### src/sv/tlto_pkg.sv
// Shared constants, types and the arctangent table for the thick line outliner.
package tlto_pkg;

   localparam int CORDIC_ITERS = 16;
   localparam int ITER_W       = 4;
   localparam int ANG_W        = 20;
   localparam int VEC_W        = 36;
   localparam int ROT_W        = 34;
   localparam int STEP_W       = 5;
   localparam int QUO_W        = 18;
   localparam int OFF_W        = 26;
   localparam int PROD_W       = 59;
   localparam int COORD_W      = 32;
   localparam int SWIDTH_W     = 24;
   localparam int CNT_W        = 5;

   localparam logic signed [ANG_W-1:0] PI_Q16      = 20'sd205887;
   localparam logic signed [ANG_W-1:0] HALF_PI_Q16 = 20'sd102944;
   localparam logic signed [ROT_W-1:0] KINV_Q30    = 34'sd652032874;

   // floor(w / 1000) for w below 32000 as (w * 33555) >> 25
   localparam logic [15:0]         RECIP_1000   = 16'd33555;
   localparam int                  RECIP_SHIFT  = 25;
   localparam logic [SWIDTH_W-1:0] WIDTH_CLAMP  = 24'd32000;
   localparam logic [CNT_W-1:0]    FRONT_LAST   = 5'd17;

   typedef struct packed {
      logic signed [COORD_W-1:0] start_x;
      logic signed [COORD_W-1:0] start_y;
      logic signed [COORD_W-1:0] end_x;
      logic signed [COORD_W-1:0] end_y;
      logic [SWIDTH_W-1:0]       stroke_width;
      logic [STEP_W-1:0]         steps;
      logic signed [ANG_W-1:0]   base;
      logic [QUO_W-1:0]          pi_quo;
      logic [STEP_W-1:0]         pi_rem;
   } seg_type;

   function automatic logic signed [ANG_W-1:0] atan_q16(input logic [ITER_W-1:0] k);
      logic signed [ANG_W-1:0] v;
      case (k)
         4'd0:    v = 20'sd51472;
         4'd1:    v = 20'sd30386;
         4'd2:    v = 20'sd16055;
         4'd3:    v = 20'sd8150;
         4'd4:    v = 20'sd4091;
         4'd5:    v = 20'sd2047;
         4'd6:    v = 20'sd1024;
         4'd7:    v = 20'sd512;
         4'd8:    v = 20'sd256;
         4'd9:    v = 20'sd128;
         4'd10:   v = 20'sd64;
         4'd11:   v = 20'sd32;
         4'd12:   v = 20'sd16;
         4'd13:   v = 20'sd8;
         4'd14:   v = 20'sd4;
         default: v = 20'sd2;
      endcase
      return v;
   endfunction

endpackage

### src/sv/tlto_queue.sv
// Two-entry queue of segment words between front and back.
module tlto_queue (
   input  logic              clock,
   input  logic              reset,
   input  tlto_pkg::seg_type push_word,
   input  logic              push_valid,
   output logic              push_ready,
   output tlto_pkg::seg_type pop_word,
   output logic              pop_valid,
   input  logic              pop_ready
);

   tlto_pkg::seg_type mem [2];
   logic              wr_ptr_ff, wr_ptr_in, rd_ptr_ff, rd_ptr_in;
   logic [1:0]        count_ff, count_in;
   logic              do_push, do_pop;

   always_comb begin
      push_ready = (count_ff != 2'd2);
      pop_valid  = (count_ff != 2'd0);
      do_push    = push_valid && push_ready;
      do_pop     = pop_valid && pop_ready;
      wr_ptr_in  = wr_ptr_ff ^ do_push;
      rd_ptr_in  = rd_ptr_ff ^ do_pop;
      count_in   = count_ff + {1'b0, do_push} - {1'b0, do_pop};
      pop_word   = mem[rd_ptr_ff];
   end

   always_ff @(posedge clock) begin
      if (reset) begin
         wr_ptr_ff <= 1'b0;
         rd_ptr_ff <= 1'b0;
         count_ff  <= 2'd0;
      end else begin
         wr_ptr_ff <= wr_ptr_in;
         rd_ptr_ff <= rd_ptr_in;
         count_ff  <= count_in;
      end
      if (do_push) begin
         mem[wr_ptr_ff] <= push_word;
      end
   end

endmodule

### config.mk
export PLATFORM = sky130hd
export DESIGN_NAME = tlto_queue
export DESIGN_NICKNAME = d
export VERILOG_FILES = /design/src/sv/tlto_pkg.sv /design/src/sv/tlto_queue.sv
export SDC_FILE = /design/constraint.sdc
export NUM_CORES = 1
export LEC_CHECK = 0
export BUFFER_PORTS_ARGS = -buffer_cell sky130_fd_sc_hd__buf_2
export CAP_MARGIN = 10
export CORE_MARGIN = 3
export CORE_UTILIZATION = 40
export CTS_CLUSTER_SIZE = 24
export DETAILED_ROUTE_END_ITERATION = 16
export PLACE_DENSITY = 0.67
export SLEW_MARGIN = 20
export SYNTH_ARGS = -nofsm -noshare
export SYNTH_HDL_FRONTEND = slang
export SYNTH_SLANG_ARGS = --single-unit
### constraint.sdc
create_clock -name clock -period 6.3 [get_ports clock]
set_input_delay 0 -clock clock [delete_from_list [all_inputs] [get_ports clock]]
set_output_delay 0 -clock clock [all_outputs]
set_load 0.01 [all_outputs]
Word level (Yosys, flattened, before mapping)
Memory sizes are Yosys's and may differ from the RTL's. A register that Yosys moved wholly into a read port is not among the register bits.
Cells that the tools add are included.
{"block": "totals", "register_bits": 4, "ramBits": 400, "elab_cells": 15, "n_memories": 1}
{"memory": "mem", "words": 2, "width": 200, "rd": 1, "rd_ports_with_merged_regs": 1, "wr": 1, "line_no": "tlto_queue.sv:13", "source": "tlto_pkg::seg_type mem [2];"}
{"block": "classes", "n_addsub": 2, "eq_ne": 1, "n_mux": 3, "n_bitwise": 2, "reduce_logical": 3}
{"operator": "$mux W1", "n": 3}
{"operator": "$add A2 B1 Y2", "n": 1}
{"operator": "$logic_and A1 B1 Y1", "n": 2}
{"operator": "$ne A2 B2 Y1 const B", "n": 1}
{"operator": "$reduce_bool A2 Y1", "n": 1}
{"operator": "$sub A2 B1 Y2", "n": 1}
{"operator": "$xor A1 B1 Y1", "n": 2}

Depth between registers and ports, before layout
{"block": "depth", "depth_word": 4, "mapped_depth": 6, "ltp_nobuf": 6}

Least setup slack after synthesis
Ideal clock, no wire load.
{"block": "synth_path", "path_type": "reg2reg", "startpoint": "register count_ff[0]", "endpoint": "memory mem[0][0] in the netlist's numbering, enable pin", "setup_time_ps": 586, "t_arrival_ps": 5362, "t_required_ps": 5714, "path_slack_ps": 352, "path_stages_with_launch": 4, "n_path_buf": 0, "cell_sequence": "dfxtp_1 nand2b_1 and2_1 ha_1"}
{"block": "synth_via", "elab_chain_cells": 4}
{"item": "start: declaration", "line_no": "tlto_queue.sv:15", "source": "logic [1:0] count_ff, count_in;"}
{"item": "start signal: assignment", "line_no": "tlto_queue.sv:37", "source": "count_ff <= count_in;"}
{"item": "$ne A2 B2 Y1", "line_no": "tlto_queue.sv:19", "source": "push_ready = (count_ff != 2'd2);"}
{"item": "net push_ready", "line_no": "tlto_queue.sv:7", "source": "output logic push_ready,"}
{"item": "$logic_and A1 B1 Y1", "line_no": "tlto_queue.sv:21", "source": "do_push = push_valid && push_ready;"}
{"item": "$mux W1", "line_no": "tlto_queue.sv:39", "source": "if (do_push) begin"}
{"item": "$mux W1 (implied by the code)", "line_no": "tlto_queue.sv:40", "source": "mem[wr_ptr_ff] <= push_word;"}
{"item": "end: declaration", "line_no": "tlto_queue.sv:13"}
The timed path passes the listed nets, and every way through them passes these cells.

Final worst setup path
{"block": "layout_path", "startpoint": "register count_ff[0]", "endpoint": "memory mem[0][189] in the netlist's numbering, enable pin"}
{"block": "layout_via", "elab_chain_cells": 4}
{"item": "$ne A2 B2 Y1", "line_no": "tlto_queue.sv:19"}
{"item": "$logic_and A1 B1 Y1", "line_no": "tlto_queue.sv:21"}
{"item": "$mux W1", "line_no": "tlto_queue.sv:39"}
{"item": "$mux W1 (implied by the code)", "line_no": "tlto_queue.sv:40"}
Every way passes these cells.

==> qor.yml <==
timing:
  drv_slew: 0
  fin_setup_tns_ps: 0
  hold_violations: 0
  fin_crit_sh_pct: 44.5
  rsz0062_at_grt: "no"
  tightestPinTransition_ps: 979
  post-route-min-period_ps: 2800
  slew_headroom_pct: 34.7
  setup_viol: 0
  max_freq_ghz: 0.357
  clock_skew_ps: 13.9
clock_tree:
  numCtsBuffers: 43
  clk_latency_ps: 560
  clk_pin_slew_ps: 60
  cts_hold_buf: 204
  cts_setup_buffers: 0
  cts_resized: 0
  clockBufferDepth: 3
  h-tree-depth: 2
  cts_tree: "built"
  clock-root-buffer: "clkbuf_16"
  numClockSinks: 404
layout:
  syn_to_final_growth_pct: 39.7
  diodes: 0
  finalNetCount: 1494
  drive_above_1_share_pct: 51.1
  nFillCells: 2672
routing:
  detail_route.first_pass.iterations: 4
  ant_nets: 0
  avgViaCountPerCell: 4.68
  num_vias: 8347
  wl_per_cell_um: 18.3
  dr.first_iter.drc_count: 376
  drc_errors: 0
  drt-total-wl_um: 32700
yosys:
  synth-compound-area-share_pct: 0.246
  synth_edf_count: 400
  async_reset_ff_share_pct: 0
  synth_common_cells: "400 x edfxtp_1, 200 x mux2_2, 19 x buf_6"
  synthSimpleGateAreaFrac_pct: 0.476
  syn_nets: 855
  synth_top_cell_by_area: "edfxtp_1"
  synth_top_family_by_area: "multiplexers"
  synthCells: 649
  synth_cell_types: 22
  synthAdderAreaFrac_pct: 0.170
  ys_seq_area_share_pct: 82.1
  synth_xor_area_share_pct: 0.0594
  synth_mux_area_share_pct: 15.4
  ys_ff_latch: 404
  synth_top_area_share_pct: 81.5
  synth.area.top_cells: "edfxtp_1 82%, mux2_2 15%, buf_6 1.5%"
  synth_ff_type: "edfxtp_1"
  syn_area_um2: 14700
  synth_area_per_cell_um2: 22.7
  yosysMostFrequentCell: "edfxtp_1"
  synth_warnings: 0
placed_design:
  io_buffer_count: 405
  dpl.hpwl_um: 20000
  gp_congestion: 0.760
power_and_ir_drop:
  finalPower_w: 0.00739
  net-switching-power_w: 0.00190
  clkPwrFrac_pct: 32.4
  pwr-share-comb_pct: 21.1
  peakVddDrop_mv: 0.302
  switching_share_pct: 25.7
  p_leak_nw: 7.72
  powerDensity_nw_per_um2: 359
  p_seq_share_pct: 46.5
  internal_power_w: 0.00549
critical_path:
  worst_setup_path_end_kind: "register"
  max_stage_delay_ps: 850
  cp-start-kind: "register"
  worstPathRequired_ps: 6460
  crit_slowest_cell: "buf_4"
  critical_path_class: "reg2reg"
  cp_max_fo: 70
  crit_path_cell_trace: "nand2b_1 > and2_1 > ha_4 > buf_4"
  arrival_ps: 2960
global_route:
  grt_antenna_before_repair: 0
  grt_pass1_wl_um: 48800
  grt.overflow.total: 0
  grt_pass1_vias: 8973
  grt_max_degree: 114
  grt.total_usage_pct: 16.0
job:
  max-cap-violations: 0
floorplan:
  die-area_um2: 39200
  rows: 69
  ios: 406
  die_w_um: 198
  start_util_pct: 41.0
  core_area_um2: 35900
  fp.dieH_um: 198
outcome:
  status: "finished clean"
min_path:
  hp-class: "in2reg"
-- area by class of cell --
class                           instances  area, um^2  area share [%]
Sequential cell                       404       12100            58.8
Timing Repair Buffer                  616        4150            20.1
Inverter                                1        3.75          0.0182
Tap cell                              461         577            2.80
Multi-Input combinational cell        222        2420            11.8
Clock inverter                         21         193           0.936
Clock buffer                           57        1150            5.59
-- stage by stage --
stage	cell area (um^2)	hold WS, ps	util (%)	cells	setup WS, ps
detailed placement	17200	191	47.9	1500	3470
floorplan	14700	66.7	-	649	352
finish	20600	166	57.3	1782	3500
CTS	20600	113	57.3	1782	3450
global route	20600	140	57.3	1782	3300
global placement	17200	188	47.9	1500	3500
-- flip-flops by register name, indices dropped and copies added, names as in the netlist --
signal	flops
wr_ptr_ff	1
rd_ptr_ff	1
count_ff	2
mem	400
-- cells in the final DEF (no fill, tap or decap), drive strengths merged --
cell         instances
a211oi               1
a21bo                1
a32oi                1
and2                 1
and2b                1
and3                 1
buf                412
bufinv               3
clkbuf              57
clkinv              15
clkinvlp             1
dfxtp                4
dlygate4sd3        204
edfxtp             400
ha                   2
inv                  3
mux2               201
nand2b               1
nand3                1
nor2                 5
nor2b                2
o21ai                2
or2                  1
xor2                 1
-- kinds of logic after synthesis --
family	count (synthesis)
flops	404
mux	201
buf+inv	23
simple gates	13
compound gates	5
fa+ha+maj	2
xor+xnor	1
-- power by group through the flow --
stage | Sequential, W | Clock, W | Combinational (W)
4_1_cts | 0.00344 | 0.00246 | 0.00157
6_report | 0.00344 | 0.00239 | 0.00156
5_1_grt | 0.00347 | 0.00256 | 0.00167
3_3_place_gp | 0.00348 | 0 | 0.00146
2_1_floorplan | 0.00350 | 0 | 0.000957
3_5_place_dp | 0.00350 | 0 | 0.00146
-- metal layers --
layer  routed length (um)  up-vias  GRT usage, %
met5                    0        -             0
met4                 1090        0          6.55
met3                 2750       71          5.31
met2                16300      308          27.6
met1                12500     4084          18.5
li1                     -     3884             -
-- worst paths after layout --
| path | from | to | slack (ps) | cells after the start |
|---|---|---|---|---|
| worst min-delay path | push_word[100] | mem[1][100]$_DFFE_PP_ | 170 | 2 |
| worst min register to register | count_ff[0]$_SDFF_PP0_ | count_ff[0]$_SDFF_PP0_ | 760 | 2 |
| worst max register to register | count_ff[0]$_SDFF_PP0_ | mem[0][189]$_DFFE_PP_ | 3500 | 4 |
| worst max-delay path | count_ff[0]$_SDFF_PP0_ | mem[0][189]$_DFFE_PP_ | 3500 | 4 |
-- worst max-delay path: cells and delay by family (launching register included) --
family	cells	cell delay, ps
DFF	1	440
and+or+nand+nor	2	350
adders and majority gates	1	640
buffers and inverters	1	850
Note: power is estimated with default switching activity, not from simulation.
