**src/sv/tlto_pkg.sv**
```systemverilog
// Shared constants, types and the arctangent table for the thick line outliner.
package tlto_pkg;

   localparam int CORDIC_ITERS = 16;
   localparam int ITER_W       = 4;
   localparam int ANG_W        = 20;
   localparam int VEC_W        = 36;
   localparam int ROT_W        = 34;
   localparam int STEP_W       = 5;
   localparam int QUO_W        = 18;
   localparam int OFF_W        = 26;
   localparam int PROD_W       = 59;
   localparam int COORD_W      = 32;
   localparam int SWIDTH_W     = 24;
   localparam int CNT_W        = 5;

   localparam logic signed [ANG_W-1:0] PI_Q16      = 20'sd205887;
   localparam logic signed [ANG_W-1:0] HALF_PI_Q16 = 20'sd102944;
   localparam logic signed [ROT_W-1:0] KINV_Q30    = 34'sd652032874;

   // floor(w / 1000) for w below 32000 as (w * 33555) >> 25
   localparam logic [15:0]         RECIP_1000   = 16'd33555;
   localparam int                  RECIP_SHIFT  = 25;
   localparam logic [SWIDTH_W-1:0] WIDTH_CLAMP  = 24'd32000;
   localparam logic [CNT_W-1:0]    FRONT_LAST   = 5'd17;

   typedef struct packed {
      logic signed [COORD_W-1:0] start_x;
      logic signed [COORD_W-1:0] start_y;
      logic signed [COORD_W-1:0] end_x;
      logic signed [COORD_W-1:0] end_y;
      logic [SWIDTH_W-1:0]       stroke_width;
      logic [STEP_W-1:0]         steps;
      logic signed [ANG_W-1:0]   base;
      logic [QUO_W-1:0]          pi_quo;
      logic [STEP_W-1:0]         pi_rem;
   } seg_type;

   function automatic logic signed [ANG_W-1:0] atan_q16(input logic [ITER_W-1:0] k);
      logic signed [ANG_W-1:0] v;
      case (k)
         4'd0:    v = 20'sd51472;
         4'd1:    v = 20'sd30386;
         4'd2:    v = 20'sd16055;
         4'd3:    v = 20'sd8150;
         4'd4:    v = 20'sd4091;
         4'd5:    v = 20'sd2047;
         4'd6:    v = 20'sd1024;
         4'd7:    v = 20'sd512;
         4'd8:    v = 20'sd256;
         4'd9:    v = 20'sd128;
         4'd10:   v = 20'sd64;
         4'd11:   v = 20'sd32;
         4'd12:   v = 20'sd16;
         4'd13:   v = 20'sd8;
         4'd14:   v = 20'sd4;
         default: v = 20'sd2;
      endcase
      return v;
   endfunction

endpackage

```
**src/sv/tlto_req_if.sv**
```systemverilog
// Segment request channel.
interface tlto_req_if;
   logic                                     valid;
   logic                                     ready;
   logic signed [tlto_pkg::COORD_W-1:0]      start_x;
   logic signed [tlto_pkg::COORD_W-1:0]      start_y;
   logic signed [tlto_pkg::COORD_W-1:0]      end_x;
   logic signed [tlto_pkg::COORD_W-1:0]      end_y;
   logic [tlto_pkg::SWIDTH_W-1:0]            stroke_width;

   modport source (output valid, start_x, start_y, end_x, end_y, stroke_width, input ready);
   modport sink (input valid, start_x, start_y, end_x, end_y, stroke_width, output ready);
endinterface

```
**src/sv/tlto_front.sv**
```systemverilog
// Front end: takes a segment, finds its direction, step count and PI/steps.
module tlto_front #(
   parameter int MAX_STEPS = 31
) (
   input  logic               clock,
   input  logic               reset,
   tlto_req_if.sink           req_ch,
   output tlto_pkg::seg_type  push_word,
   output logic               push_valid,
   input  logic               push_ready
);

   typedef enum logic [2:0] {
      F_IDLE = 3'b001,
      F_RUN  = 3'b010,
      F_PUSH = 3'b100
   } fstate_type;

   fstate_type                        state_ff, state_in;
   logic [tlto_pkg::CNT_W-1:0]        cnt_ff, cnt_in;
   tlto_pkg::seg_type                 seg_ff, seg_in;
   logic signed [tlto_pkg::VEC_W-1:0] vx_ff, vx_in, vy_ff, vy_in;
   logic signed [tlto_pkg::ANG_W-1:0] vz_ff, vz_in;
   logic                              zero_ff, zero_in;
   logic [tlto_pkg::STEP_W-1:0]       rem_ff, rem_in;
   logic [tlto_pkg::QUO_W-1:0]        quo_ff, quo_in;

   logic signed [32:0]                dx, dy;
   logic signed [tlto_pkg::VEC_W-1:0] dx_ext, dy_ext, sx_sh, sy_sh;
   logic [30:0]                       n_prod;
   logic [tlto_pkg::STEP_W-1:0]       n_raw, n_sel;
   logic [tlto_pkg::STEP_W:0]         div_t;
   logic [tlto_pkg::ITER_W-1:0]       k;

   always_comb begin
      dx     = {req_ch.start_x[31], req_ch.start_x} - {req_ch.end_x[31], req_ch.end_x};
      dy     = {req_ch.start_y[31], req_ch.start_y} - {req_ch.end_y[31], req_ch.end_y};
      dx_ext = tlto_pkg::VEC_W'(dx);
      dy_ext = tlto_pkg::VEC_W'(dy);
      n_prod = 31'(req_ch.stroke_width[14:0]) * 31'(tlto_pkg::RECIP_1000);
      n_raw  = n_prod[tlto_pkg::RECIP_SHIFT +: tlto_pkg::STEP_W];
      if (req_ch.stroke_width >= tlto_pkg::WIDTH_CLAMP ||
          n_raw > tlto_pkg::STEP_W'(MAX_STEPS)) begin
         n_sel = tlto_pkg::STEP_W'(MAX_STEPS);
      end else if (n_raw < 5'd2) begin
         n_sel = 5'd2;
      end else begin
         n_sel = n_raw;
      end
      k     = cnt_ff[tlto_pkg::ITER_W-1:0];
      sx_sh = vx_ff >>> k;
      sy_sh = vy_ff >>> k;
      div_t = {rem_ff, quo_ff[tlto_pkg::QUO_W-1]};
   end

   always_comb begin
      state_in = state_ff;
      cnt_in   = cnt_ff;
      seg_in   = seg_ff;
      vx_in    = vx_ff;
      vy_in    = vy_ff;
      vz_in    = vz_ff;
      zero_in  = zero_ff;
      rem_in   = rem_ff;
      quo_in   = quo_ff;
      case (state_ff)
         F_IDLE: begin
            if (req_ch.valid && req_ch.stroke_width != '0) begin
               seg_in.start_x      = req_ch.start_x;
               seg_in.start_y      = req_ch.start_y;
               seg_in.end_x        = req_ch.end_x;
               seg_in.end_y        = req_ch.end_y;
               seg_in.stroke_width = req_ch.stroke_width;
               seg_in.steps        = n_sel;
               zero_in = (dx == '0) && (dy == '0);
               if (dx < 0) begin
                  vx_in = -dx_ext;
                  vy_in = -dy_ext;
                  vz_in = (dy >= 0) ? tlto_pkg::PI_Q16 : -tlto_pkg::PI_Q16;
               end else begin
                  vx_in = dx_ext;
                  vy_in = dy_ext;
                  vz_in = '0;
               end
               rem_in   = '0;
               quo_in   = tlto_pkg::QUO_W'(tlto_pkg::PI_Q16);
               cnt_in   = '0;
               state_in = F_RUN;
            end
         end
         F_RUN: begin
            if (cnt_ff < tlto_pkg::CNT_W'(tlto_pkg::CORDIC_ITERS)) begin
               if (vy_ff < 0) begin
                  vx_in = vx_ff - sy_sh;
                  vy_in = vy_ff + sx_sh;
                  vz_in = vz_ff - tlto_pkg::atan_q16(k);
               end else begin
                  vx_in = vx_ff + sy_sh;
                  vy_in = vy_ff - sx_sh;
                  vz_in = vz_ff + tlto_pkg::atan_q16(k);
               end
            end
            if (div_t >= {1'b0, seg_ff.steps}) begin
               rem_in = tlto_pkg::STEP_W'(div_t - {1'b0, seg_ff.steps});
               quo_in = {quo_ff[tlto_pkg::QUO_W-2:0], 1'b1};
            end else begin
               rem_in = div_t[tlto_pkg::STEP_W-1:0];
               quo_in = {quo_ff[tlto_pkg::QUO_W-2:0], 1'b0};
            end
            cnt_in = cnt_ff + 5'd1;
            if (cnt_ff == tlto_pkg::FRONT_LAST) begin
               seg_in.base   = zero_ff ? '0 : vz_ff;
               seg_in.pi_quo = quo_in;
               seg_in.pi_rem = rem_in;
               state_in      = F_PUSH;
            end
         end
         F_PUSH: begin
            if (push_ready) begin
               state_in = F_IDLE;
            end
         end
         default: state_in = F_IDLE;
      endcase
   end

   always_ff @(posedge clock) begin
      if (reset) begin
         state_ff <= F_IDLE;
      end else begin
         state_ff <= state_in;
      end
      cnt_ff  <= cnt_in;
      seg_ff  <= seg_in;
      vx_ff   <= vx_in;
      vy_ff   <= vy_in;
      vz_ff   <= vz_in;
      zero_ff <= zero_in;
      rem_ff  <= rem_in;
      quo_ff  <= quo_in;
   end

   assign req_ch.ready = (state_ff == F_IDLE);
   assign push_valid   = (state_ff == F_PUSH);
   assign push_word    = seg_ff;

endmodule

```
**src/flat_wrapper.sv**
```systemverilog
// flat-port wrapper written by rule: the top's interface ports become plain ports
module tlto_front_flat 
#(
   parameter int MAX_STEPS = 31
)
  (clock, reset, push_word, push_valid, push_ready, req_ch_valid, req_ch_start_x, req_ch_start_y, req_ch_end_x, req_ch_end_y, req_ch_stroke_width, req_ch_ready);
  tlto_req_if req_ch_i ();
  input  logic clock;
  input  logic reset;
  output tlto_pkg::seg_type push_word;
  output logic push_valid;
  input  logic push_ready;
  input wire logic [$bits(req_ch_i.valid)-1:0] req_ch_valid;
  input wire logic [$bits(req_ch_i.start_x)-1:0] req_ch_start_x;
  input wire logic [$bits(req_ch_i.start_y)-1:0] req_ch_start_y;
  input wire logic [$bits(req_ch_i.end_x)-1:0] req_ch_end_x;
  input wire logic [$bits(req_ch_i.end_y)-1:0] req_ch_end_y;
  input wire logic [$bits(req_ch_i.stroke_width)-1:0] req_ch_stroke_width;
  output wire logic [$bits(req_ch_i.ready)-1:0] req_ch_ready;
  assign req_ch_i.valid = req_ch_valid;
  assign req_ch_i.start_x = req_ch_start_x;
  assign req_ch_i.start_y = req_ch_start_y;
  assign req_ch_i.end_x = req_ch_end_x;
  assign req_ch_i.end_y = req_ch_end_y;
  assign req_ch_i.stroke_width = req_ch_stroke_width;
  assign req_ch_ready = req_ch_i.ready;
  tlto_front #(.MAX_STEPS(MAX_STEPS)) u_core (.clock(clock), .reset(reset), .req_ch(req_ch_i), .push_word(push_word), .push_valid(push_valid), .push_ready(push_ready));
endmodule
```
**config.mk**
```make
export PLATFORM = sky130hd
export DESIGN_NAME = tlto_front_flat
export DESIGN_NICKNAME = d
export VERILOG_FILES = /design/src/sv/tlto_pkg.sv /design/src/sv/tlto_req_if.sv /design/src/sv/tlto_front.sv /design/src/flat_wrapper.sv
export SDC_FILE = /design/constraint.sdc
export NUM_CORES = 1
export LEC_CHECK = 0
export ABC_AREA = 1
export BUFFER_PORTS_ARGS = -buffer_cell sky130_fd_sc_hd__buf_2
export CAP_MARGIN = 10
export CORE_UTILIZATION = 37
export CTS_CLUSTER_SIZE = 14
export DETAILED_ROUTE_END_ITERATION = 7
export SETUP_SLACK_MARGIN = 0.2
export SLEW_MARGIN = 20
export SYNTH_ARGS = -nofsm -noshare
export SYNTH_HDL_FRONTEND = slang
export SYNTH_SLANG_ARGS = --single-unit
```
**constraint.sdc**
```tcl
create_clock -name clock -period 15.45 [get_ports clock]
set_input_delay 3.09 -clock clock [delete_from_list [all_inputs] [get_ports clock]]
set_output_delay 3.09 -clock clock [all_outputs]
set_load 0.05 [all_outputs]
```
==> Word-level counts from Yosys, hierarchy flattened <==
Memories as Yosys holds them, arrays and structs flattened. A register that Yosys moved wholly into a read port is not among the register bits.
Index checks and enable logic that the tools add are counted.
{ "classes": {"reduce_logical": 13, "n_mux": 36, "n_addsub": 12, "n_eq_ne": 8, "order_cmp": 8, "shifts": 2, "n_mul": 1} }
{ "op_table": {"columns": ["op", "count"], "rows": [
  ["36-bit two-way mux", 8],
  ["20-bit two-way mux", 11],
  ["36-bit one-hot mux with 2 select lines", 2],
  ["36-bit adder", 2],
  ["33-bit negator with 36-bit output", 2],
  ["36-bit by 4-bit >>> shifter with 36-bit output", 2],
  ["36-bit subtractor", 2],
  ["33-bit zero test", 2],
  ["32-bit by 32-bit subtractor with 33-bit output", 2],
  ["20-bit one-hot mux with 2 select lines", 1],
  ["36-bit by 1-bit less-than comparator with 1-bit output (second input constant)", 1],
  ["18-bit one-hot mux with 2 select lines", 1],
  ["33-bit by 1-bit >= comparator with 1-bit output (second input constant)", 1],
  ["33-bit by 1-bit less-than comparator with 1-bit output (second input constant)", 1],
  ["15-bit by 16-bit multiplier with 30-bit output (second input constant)", 1],
  ["24-bit by 15-bit >= comparator with 1-bit output (second input constant)", 1],
  ["24-bit nonzero test", 1],
  ["20-bit adder", 1],
  ["5-bit one-hot mux with 2 select lines", 2],
  ["20-bit subtractor", 1],
  ["18-bit two-way mux", 1],
  ["5-bit two-way mux", 3],
  ["3-bit two-way mux", 3],
  ["3-bit one-hot mux with 3 select lines", 1],
  ["other kinds (19)", 27]
]} }
{ "word_totals": {"memories": 2, "out_inout_bits": 202, "rom_bits": 512, "inputBits": 156, "regBits": 324} }
{ "memory_table": {"columns": ["memory", "words", "width", "rd", "rd_clocked_by_memory_dff", "wr", "line", "text"], "rows": [
  ["(name not given)", 16, 16, 1, 1, 0, "tlto_pkg.sv:41", "case (k)"],
  ["(name not given)", 16, 16, 1, 1, 0, "tlto_pkg.sv:41", null]
]} }

==> Logic depth before layout (Yosys ltp) <==
Gate-level depths: netlist of run 1.
{ "logic_depth": {"depth_word": 8, "ltp_mapped": 33, "mapped_depth_nobuf": 33} }

==> Worst setup path after synthesis of run 1 <==
No wires, ideal clock.
{ "synth_path": {"path_type": "input port to flip-flop", "start": "input port req_ch_stroke_width[6]", "end": "register u_core.seg_ff (netlist bit u_core.push_word[100]) (enable)", "setup_slack_ns": 4.556, "arrival_ns": 10.213, "setup_time_ns": 0.681, "stages": 7, "path_buffers": 0, "path_cell_list": "inv_1 ha_1 nand4_1 nor2_1 nand3_1 nand2_1 nor2_1"} }
{ "synth_via": {"elab_chain_len": 3} }
{ "synth_rtl": {"columns": ["element", "line", "text"], "rows": [
  ["start, declared", "flat_wrapper.sv:18", "input wire logic [$bits(req_ch_i.stroke_width)-1:0] req_ch_stroke_width;"],
  ["24-bit nonzero test", "tlto_front.sv:68", "if (req_ch.valid && req_ch.stroke_width != '0) begin"],
  ["1-bit logical AND", "tlto_front.sv:68", null],
  ["2-bit AND reduction (no line)", null, null],
  ["end signal, assigned", "tlto_front.sv:134", "seg_ff <= seg_in;"],
  ["end, declared", "tlto_front.sv:21", "tlto_pkg::seg_type seg_ff, seg_in;"]
]} }
No other way between the ends.
A chain may end at the register's enable or synchronous reset.

==> Worst setup path in the final report of run 1 <==
{ "layout_path": {"start": "input port req_ch_stroke_width[13]", "end": "register u_core.seg_ff (netlist bit u_core.push_word[43]) (data pin)"} }
{ "layout_via": {"elab_chain_len": 3, "elab_cells_between_ends": 6, "cone_classes": "1 x mul; 3 x order compare; 1 x mux; 1 x reduce/logical"} }
{ "layout_rtl": {"columns": ["element", "line", "text"], "rows": [
  ["15-bit by 16-bit multiplier with 30-bit output", "tlto_front.sv:40", "n_prod = 31'(req_ch.stroke_width[14:0]) * 31'(tlto_pkg::RECIP_1000);"],
  ["5-bit by 2-bit less-than comparator with 1-bit output / 5-bit > comparator (equally long branches)", "tlto_front.sv:45, tlto_front.sv:43", null],
  ["5-bit two-way mux / 1-bit logical OR (equally long branches)", "tlto_front.sv:45, tlto_front.sv:42", null]
]} }
Several ways; a longest one is shown, not always the timed one.

==> results of run 1 <==
-- through the flow --
| stage | setup WS (ps) | cells | instance area (um2) | power [mW] | utilization |
|---|---|---|---|---|---|
| CTS | 8134 | 6419 | 37730 | 5.578 | 0.4250 |
| global route | 7709 | 6419 | 37730 | 6.050 | 0.4250 |
| finish | 8116 | 6419 | 37730 | 5.580 | 0.4250 |
| global placement | 7475 | 6340 | 36220 | 4.446 | 0.4079 |
| floorplan | 4556 | 4898 | 33310 | 3.643 | - |
| detailed placement | 7511 | 6340 | 36220 | 4.450 | 0.4079 |
-- sequential cells by signal, indices dropped and copies added (netlist names), 3 cells and up, named ones only --
register,count
u_core.cnt_ff,5
u_core.push_word,200
u_core.quo_ff,18
u_core.rem_ff,5
u_core.state_ff,3
u_core.vx_ff,36
u_core.vy_ff,36
u_core.vz_ff,20
-- power breakdown --
| part | internal (mW) | switching (mW) | total [mW] |
|---|---|---|---|
| clock | 0.651 | 0.442 | 1.09 |
| combinational | 1.04 | 2.19 | 3.23 |
| sequential | 1.17 | 0.0896 | 1.26 |
-- cell usage after synthesis, types with 4 or more instances --
cell and n:
nor2_2 13, dfxtp_1 19, o21ai_0 195, xnor2_1 40
buf_6 9, o21bai_1 16, o31ai_1 6, edfxtp_1 321
a211oi_1 5, buf_2 37, nor3_1 51, nor2_4 4
inv_2 19, a31oi_1 25, nand2_2 8, o21a_1 7
nand4_1 52, buf_4 10, o21ai_2 5, inv_1 728
a21oi_2 11, nand3_1 480, a21oi_1 230, or2_1 7
ha_1 291, a21boi_0 6, nand2_1 1536, clkbuf_1 25
xor2_1 73, nor2_1 432, and2_1 33, nor4_1 8
o221ai_1 5, fa_1 40, nand3b_1 9, buf_1 20
o21ai_1 35, or2_2 19, o211ai_1 13, a21o_1 24
-- logic make-up after synthesis --
kind of cell	share of synthesized area
multiplexers	0.0003005
AO/OA/AOI/OAI	0.1016
buffers and inverters	0.1004
AND/OR/NAND/NOR	0.3338
flip-flops	0.3008
XOR/XNOR	0.02971
adder cells (fa/ha/maj)	0.1333
-- final cells by class --
class	instances	area [um2]	area share
Inverter	748	2809	0.07445
Multi-Input combinational cell	3708	19980	0.5295
Clock inverter	30	374.1	0.009915
Sequential cell	340	10020	0.2656
Clock buffer	49	1139	0.03018
Timing Repair Buffer	379	1952	0.05173
Tap cell	1165	1458	0.03863
-- layer usage --
| layer | vias to the layer above | GRT usage |
|---|---|---|
| li1 | 16630 | - |
| met1 | 14720 | 0.3308 |
| met2 | 956 | 0.3656 |
| met3 | 135 | 0.03009 |
| met4 | 2 | 0.06542 |
| met5 | - | 0 |
-- worst max-delay path by stage --
stage / end / slack [ps] / cells past startpoint
after CTS: u_core.push_word[43] / 8130 / 24
after detailed placement: u_core.push_word[43] / 7510 / 24
final: u_core.push_word[43] / 8120 / 24
after global placement: u_core.push_word[43] / 7480 / 24
after global routing: u_core.push_word[43] / 7710 / 23
after floorplan: u_core.push_word[100] / 4560 / 7
-- worst reg2reg max path, delay by kind of cell, from the launching register on --
family	cells	cell delay [ps]
xor gates and xnor gates	1	140
buffers and inverters	3	860
and+or+nand+nor	12	1610
AOI/OAI and AO/OA	9	2260
DFF	1	860
adders and majority gates	2	520
-- placed cells by master, fill, tap and decap left out, types with 6 or more instances in the layout --
| master | synthesis | routed |
|---|---|---|
| a21boi_0 | 6 | 6 |
| a21o_1 | 24 | 24 |
| a21oi_1 | 230 | 229 |
| a21oi_2 | 11 | 11 |
| a31oi_1 | 25 | 25 |
| and2_1 | 33 | 33 |
| buf_2 | 37 | 357 |
| buf_4 | 10 | 22 |
| bufinv_16 | 0 | 7 |
| clkbuf_16 | 0 | 43 |
| clkinv_1 | 1 | 6 |
| clkinv_2 | 0 | 10 |
| dfxtp_1 | 19 | 19 |
| edfxtp_1 | 321 | 321 |
| fa_1 | 40 | 40 |
| ha_1 | 291 | 291 |
| inv_1 | 728 | 726 |
| inv_2 | 19 | 20 |
| nand2_1 | 1536 | 1536 |
| nand2_2 | 8 | 8 |
| nand3_1 | 480 | 480 |
| nand3b_1 | 9 | 9 |
| nand4_1 | 52 | 52 |
| nor2_1 | 432 | 430 |
| nor2_2 | 13 | 13 |
| nor2_4 | 4 | 6 |
| nor3_1 | 51 | 50 |
| nor4_1 | 8 | 8 |
| o211ai_1 | 13 | 13 |
| o21a_1 | 7 | 7 |
| o21ai_0 | 195 | 195 |
| o21ai_1 | 35 | 35 |
| o21bai_1 | 16 | 16 |
| o31ai_1 | 6 | 6 |
| or2_1 | 7 | 7 |
| or2_2 | 19 | 19 |
| xnor2_1 | 40 | 40 |
| xor2_1 | 73 | 73 |
==> run_results.csv, run 1 <==
group,metric,value,unit
run_status,status,"finished with violations",
run_status,violations,"design-rule violations",
timing,tightestPinTransition,1043,ps
synth,ys_seq_area_frac,0.3008,
clock_tree,cts_setup_buffers,0,
clock_tree,cts_tree,"done",
global_routing,grt_use_total,0.2319,
placed_design,dp_hpwl,85930,um
worst_setup_path,crit_path_start,"req_ch_stroke_width[13]",
synth,ys_warn_count,0,
clock_tree,clockBufferDepth,3,
power_and_ir_drop,p_leak,18.96,nW
floorplan,ioPinCount,358,
synth,synth_area_per_cell,6.801,um2
timing,post-route-period-util,0.4747,
synth,yosysTopAreaCell,"edfxtp_1",
clock_tree,ctsResizeCount,0,
worst_setup_path,worstPathMaxFanout,6,
synth,async_flop_share,0,
synth,synth_top_area_frac,0.2894,
floorplan,core.rowCount,109,
job,maxCapViolCount,0,
floorplan,start_util,0.3752,
route,via_per_inst,5.054,
floorplan,die_area,91230,um2
worst_hold_path,min_to,"u_core.push_word[6]",
worst_setup_path,r2r-start,"u_core.cnt_ff[0]",
synth,synth_nets,5385,
placed_design,port_buffers,357,
worst_setup_path,cp_top_family,"adder cells",
finish,n_antenna_cell,0,
placed_design,place_congestion,0.9401,
floorplan,coreArea,88780,um2
global_routing,grt_max_degree,81,
route,final_antenna_net_count,0,
global_routing,antenna_found_initial,1,
global_routing,grt-ovfl-total,0,
floorplan,die_y,302.1,um
global_routing,grt_pass1_vias,30260,
worst_setup_path,crit_type,"in -> reg",
worst_setup_path,r2r_slack,8920,ps
clock_tree,worstSkewPairLatency,610,ps
worst_setup_path,cp_slowest_cell,"fa_1",
worst_setup_path,crit_chain,"buf_2 -> inv_1 -> ha_1 -> inv_1 -> fa_1 -> inv_1 -> fa_1 -> inv_1 -> fa_1 -> fa_1 -> ha_1 -> ha_1 -> nand2_1 -> nor2_1 -> a21boi_0 -> o31a_1 -> nor3_1 -> nand3b_1 -> nand2_1 -> nand2_1 -> inv_1 -> nand2_1 -> nand2_1 -> nand2_1",
worst_setup_path,crit_top_cell,"nand2_1",
route,drc,1,
timing,hold_viol_final,0,
floorplan,fp.dieW,302.1,um
finish,nets,5707,
synth,ys_ff_latch,340,
timing,fmax,136.3,MHz
timing,layout_min_cycle_time,7334,ps
finish,final_layout_size_suffix_gt1_frac,0.1039,
worst_hold_path,min_path_type,"reg -> reg",
clock_tree,cts.clk_slew.worst_paths,60,ps
worst_setup_path,worst_setup_path_start_kind,"input pin",
route,dr.max_layer_used,"met5",
timing,finalSetupViolCount,0,
clock_tree,htree_levels,2,
finish,syn_to_final_growth,13.27,%
route,firstDrtPassIters,8,
clock_tree,cts_root_buf,"clkbuf_16",
route,dr_wl_met3,6167,um
synth,syn-cell-area,33310,um2
worst_setup_path,worstReg2RegEnd,"u_core.vy_ff[21]",
worst_setup_path,required,15790,ps
route,first_iter_violations,2667,
worst_hold_path,min_path_cells,0,
route,met1Wirelength,50860,um
timing,grt_setup_unrepaired,"no",
route,wl_met2,47010,um
timing,fin_skew,22.06,ps
worst_setup_path,cp_data_arrival_time,7680,ps
timing,slew_viol_final,0,
synth,netlist_instances,4898,
worst_hold_path,hold_start,"u_core.quo_ff[0]",
clock_tree,hold_buffers,0,
worst_setup_path,worstRegToRegCells,27,
synth,synthFlopType,"edfxtp_1",
finish,n_fill_cell,9409,
timing,max_slew_margin,0.3050,
synth,synth_cell_types,58,
route,wl,107000,um
synth,synth_edf_count,321,
clock_tree,numCtsBuffers,43,
synth,post_synth_main_area_contributors,"edfxtp_1 29%, nand2_1 17%, ha_1 11%",
worst_setup_path,critPathCaptureType,"register",
power_and_ir_drop,cellPowerDensity,147.9,nW/um2
power_and_ir_drop,ir_worst_vdd,0.00009264,V
timing,whs,439.7,ps
clock_tree,clkSinkCount,340,
global_routing,grt_pass1_wl,166900,um
worst_setup_path,slowest_delay,510,ps
timing,setup_tns,0,ps
route,vias,32440,
worst_setup_path,cp_num_buf_inv,6,
route,wl_per_cell,16.66,um
(Power assumes the default switching activity.)
==> inputs of run 2 (changes only) <==
==> constraint.sdc (replaced) <==
create_clock -name clock -period 6.5 [get_ports clock]
set_input_delay 1.3 -clock clock [delete_from_list [all_inputs] [get_ports clock]]
set_output_delay 1.3 -clock clock [all_outputs]
set_load 0.05 [all_outputs]
==> run_results.csv, run 2 (synthesis gave the netlist of run 1 again) <==
group,metric,value,unit
route,dr_wl_met3,6273,um
floorplan,core.rowCount,109,
route,vias,32650,
placed_design,port_buffers,357,
timing,layout_min_cycle_time,5535,ps
worst_hold_path,min_path_type,"reg -> reg",
worst_setup_path,cp_top_family,"compound AO/OA/AOI/OAI gates",
power_and_ir_drop,pwr-share-comb,0.593,
route,wl_per_cell,16.75,um
route,met1Wirelength,51010,um
timing,setup_tns,0,ps
route,dr.max_layer_used,"met5",
global_routing,grt-ovfl-total,0,
clock_tree,cts_tree,"done",
global_routing,grt_pass1_vias,30470,
global_routing,grt_max_degree,87,
timing,tightestPinTransition,890.5,ps
timing,finalSetupViolCount,0,
route,drc,0,
route,first_iter_violations,2638,
power_and_ir_drop,power,13.04,mW
worst_hold_path,hold_start,"u_core.quo_ff[3]",
timing,slew_viol_final,0,
timing,hold_viol_final,0,
floorplan,die_y,302.1,um
clock_tree,cts.clk_slew.worst_paths,70,ps
global_routing,grt_pass1_wl,167900,um
timing,post-route-period-util,0.8515,
power_and_ir_drop,ir_worst_vdd,0.0002445,V
route,firstDrtPassIters,6,
power_and_ir_drop,clockPowerShare,0.179,
clock_tree,ctsResizeCount,0,
floorplan,fp.dieW,302.1,um
power_and_ir_drop,power_frac_seq,0.228,
power_and_ir_drop,p_sw_frac,0.4936,
timing,grt_setup_unrepaired,"no",
placed_design,dp_hpwl,87270,um
power_and_ir_drop,cellPowerDensity,346.2,nW/um2
clock_tree,htree_levels,2,
worst_setup_path,required,6800,ps
clock_tree,worstSkewPairLatency,600,ps
timing,max_slew_margin,0.4049,
clock_tree,clkSinkCount,340,
worst_setup_path,cp_num_buf_inv,4,
route,wl,107700,um
route,wl_met2,47470,um
route,final_antenna_net_count,0,
clock_tree,numCtsBuffers,41,
worst_setup_path,cp_data_arrival_time,5840,ps
route,via_per_inst,5.079,
finish,largest_reg_flops,200,
clock_tree,cts_root_buf,"clkbuf_16",
clock_tree,hold_buffers,0,
power_and_ir_drop,p_leak,18.94,nW
finish,n_fill_cell,9323,
worst_setup_path,slowest_delay,460,ps
worst_setup_path,cp_slowest_cell,"inv_2",
finish,final_layout_size_suffix_gt1_frac,0.1040,
run_status,status,"completed",
power_and_ir_drop,p_int,6.605,mW
job,maxCapViolCount,0,
finish,final_common_cell,"nand2_1",
finish,layout_common_cells,"1536 x nand2_1, 726 x inv_1, 480 x nand3_1",
worst_setup_path,r2r-start,"u_core.cnt_ff[0]",
worst_setup_path,worstPathMaxFanout,26,
timing,fmax,180.7,MHz
finish,nets,5721,
worst_setup_path,crit_type,"reg -> reg",
worst_setup_path,critPathCaptureType,"register",
floorplan,ioPinCount,358,
timing,fin_skew,25.48,ps
global_routing,antenna_found_initial,3,
placed_design,place_congestion,0.9658,
finish,syn_to_final_growth,13.12,%
clock_tree,cts_setup_buffers,0,
floorplan,coreArea,88780,um2
floorplan,start_util,0.3752,
clock_tree,clockBufferDepth,3,
global_routing,grt_use_total,0.2328,
worst_setup_path,worst_setup_path_start_kind,"register",
power_and_ir_drop,p_switching,6.439,mW
worst_setup_path,crit_path_start,"u_core.cnt_ff[0]",
floorplan,die_area,91230,um2
[run 2: changes by cell type in the layout (fill, tap and decap cells not counted), sizes merged]
cell      delta
clkbuf       +4
buf         +16
clkinv       -8
clkinvlp     -1
bufinv       -3
diode        +1
[run 2: layer usage]
metal | up-vias | global-route usage
met4 | 2 | 0.06626
met3 | 123 | 0.02830
met5 | - | 0
met1 | 14870 | 0.3318
li1 | 16660 | -
met2 | 998 | 0.3689
[run 2: worst paths after layout]
path                         end  slack [ps]  depth (start not counted)
min reg2reg  u_core.push_word[9]         440                          0
max             u_core.vy_ff[21]         970                         25
min          u_core.push_word[9]         440                          0
max reg2reg     u_core.vy_ff[21]         970                         25
[run 2: worst register-to-register path, delay by kind of cell, from the launching register on]
kind	cells	cell delay, ps
fa+ha+maj	1	360
xor+xnor	1	180
simple gates	11	1360
flops	1	440
buf+inv	4	970
compound gates	8	1940
[run 2: power by group through the flow]
stage               Combinational, mW  Clock [mW]  Sequential [mW]
floorplan                        5.42           0             3.21
global placement                 7.59           0             3.02
detailed placement               7.60           0             3.03
CTS                              7.65        2.40             2.98
global route                     8.68        2.47             3.01
finish                           7.73        2.33             2.98
[run 2: area by class of cell]
type                    count  area [um2]  area share
diodes                      1       2.502  0.00006641
clock buffers              53        1091     0.02895
clock inverters            18       214.0    0.005678
inverters                 748        2809     0.07454
multi-input cells        3708       19980      0.5302
flip-flops and latches    340       10020      0.2659
well taps                1165        1458     0.03868
repair buffers            395        2110     0.05598
[run 2: metrics by stage]
step | area (um2) | setup slack, ps | hold WS [ps] | cells | utilization
2_1_floorplan | 33320 | 853.1 | 418.3 | 4898 | -
3_3_place_gp | 36370 | 332.7 | 427.7 | 6356 | 0.4097
3_5_place_dp | 36370 | 397.7 | 425.6 | 6356 | 0.4097
4_1_cts | 37680 | 1023 | 446.2 | 6427 | 0.4244
5_1_grt | 37680 | 470.0 | 449.7 | 6428 | 0.4244
6_report | 37680 | 965.1 | 443.4 | 6428 | 0.4244
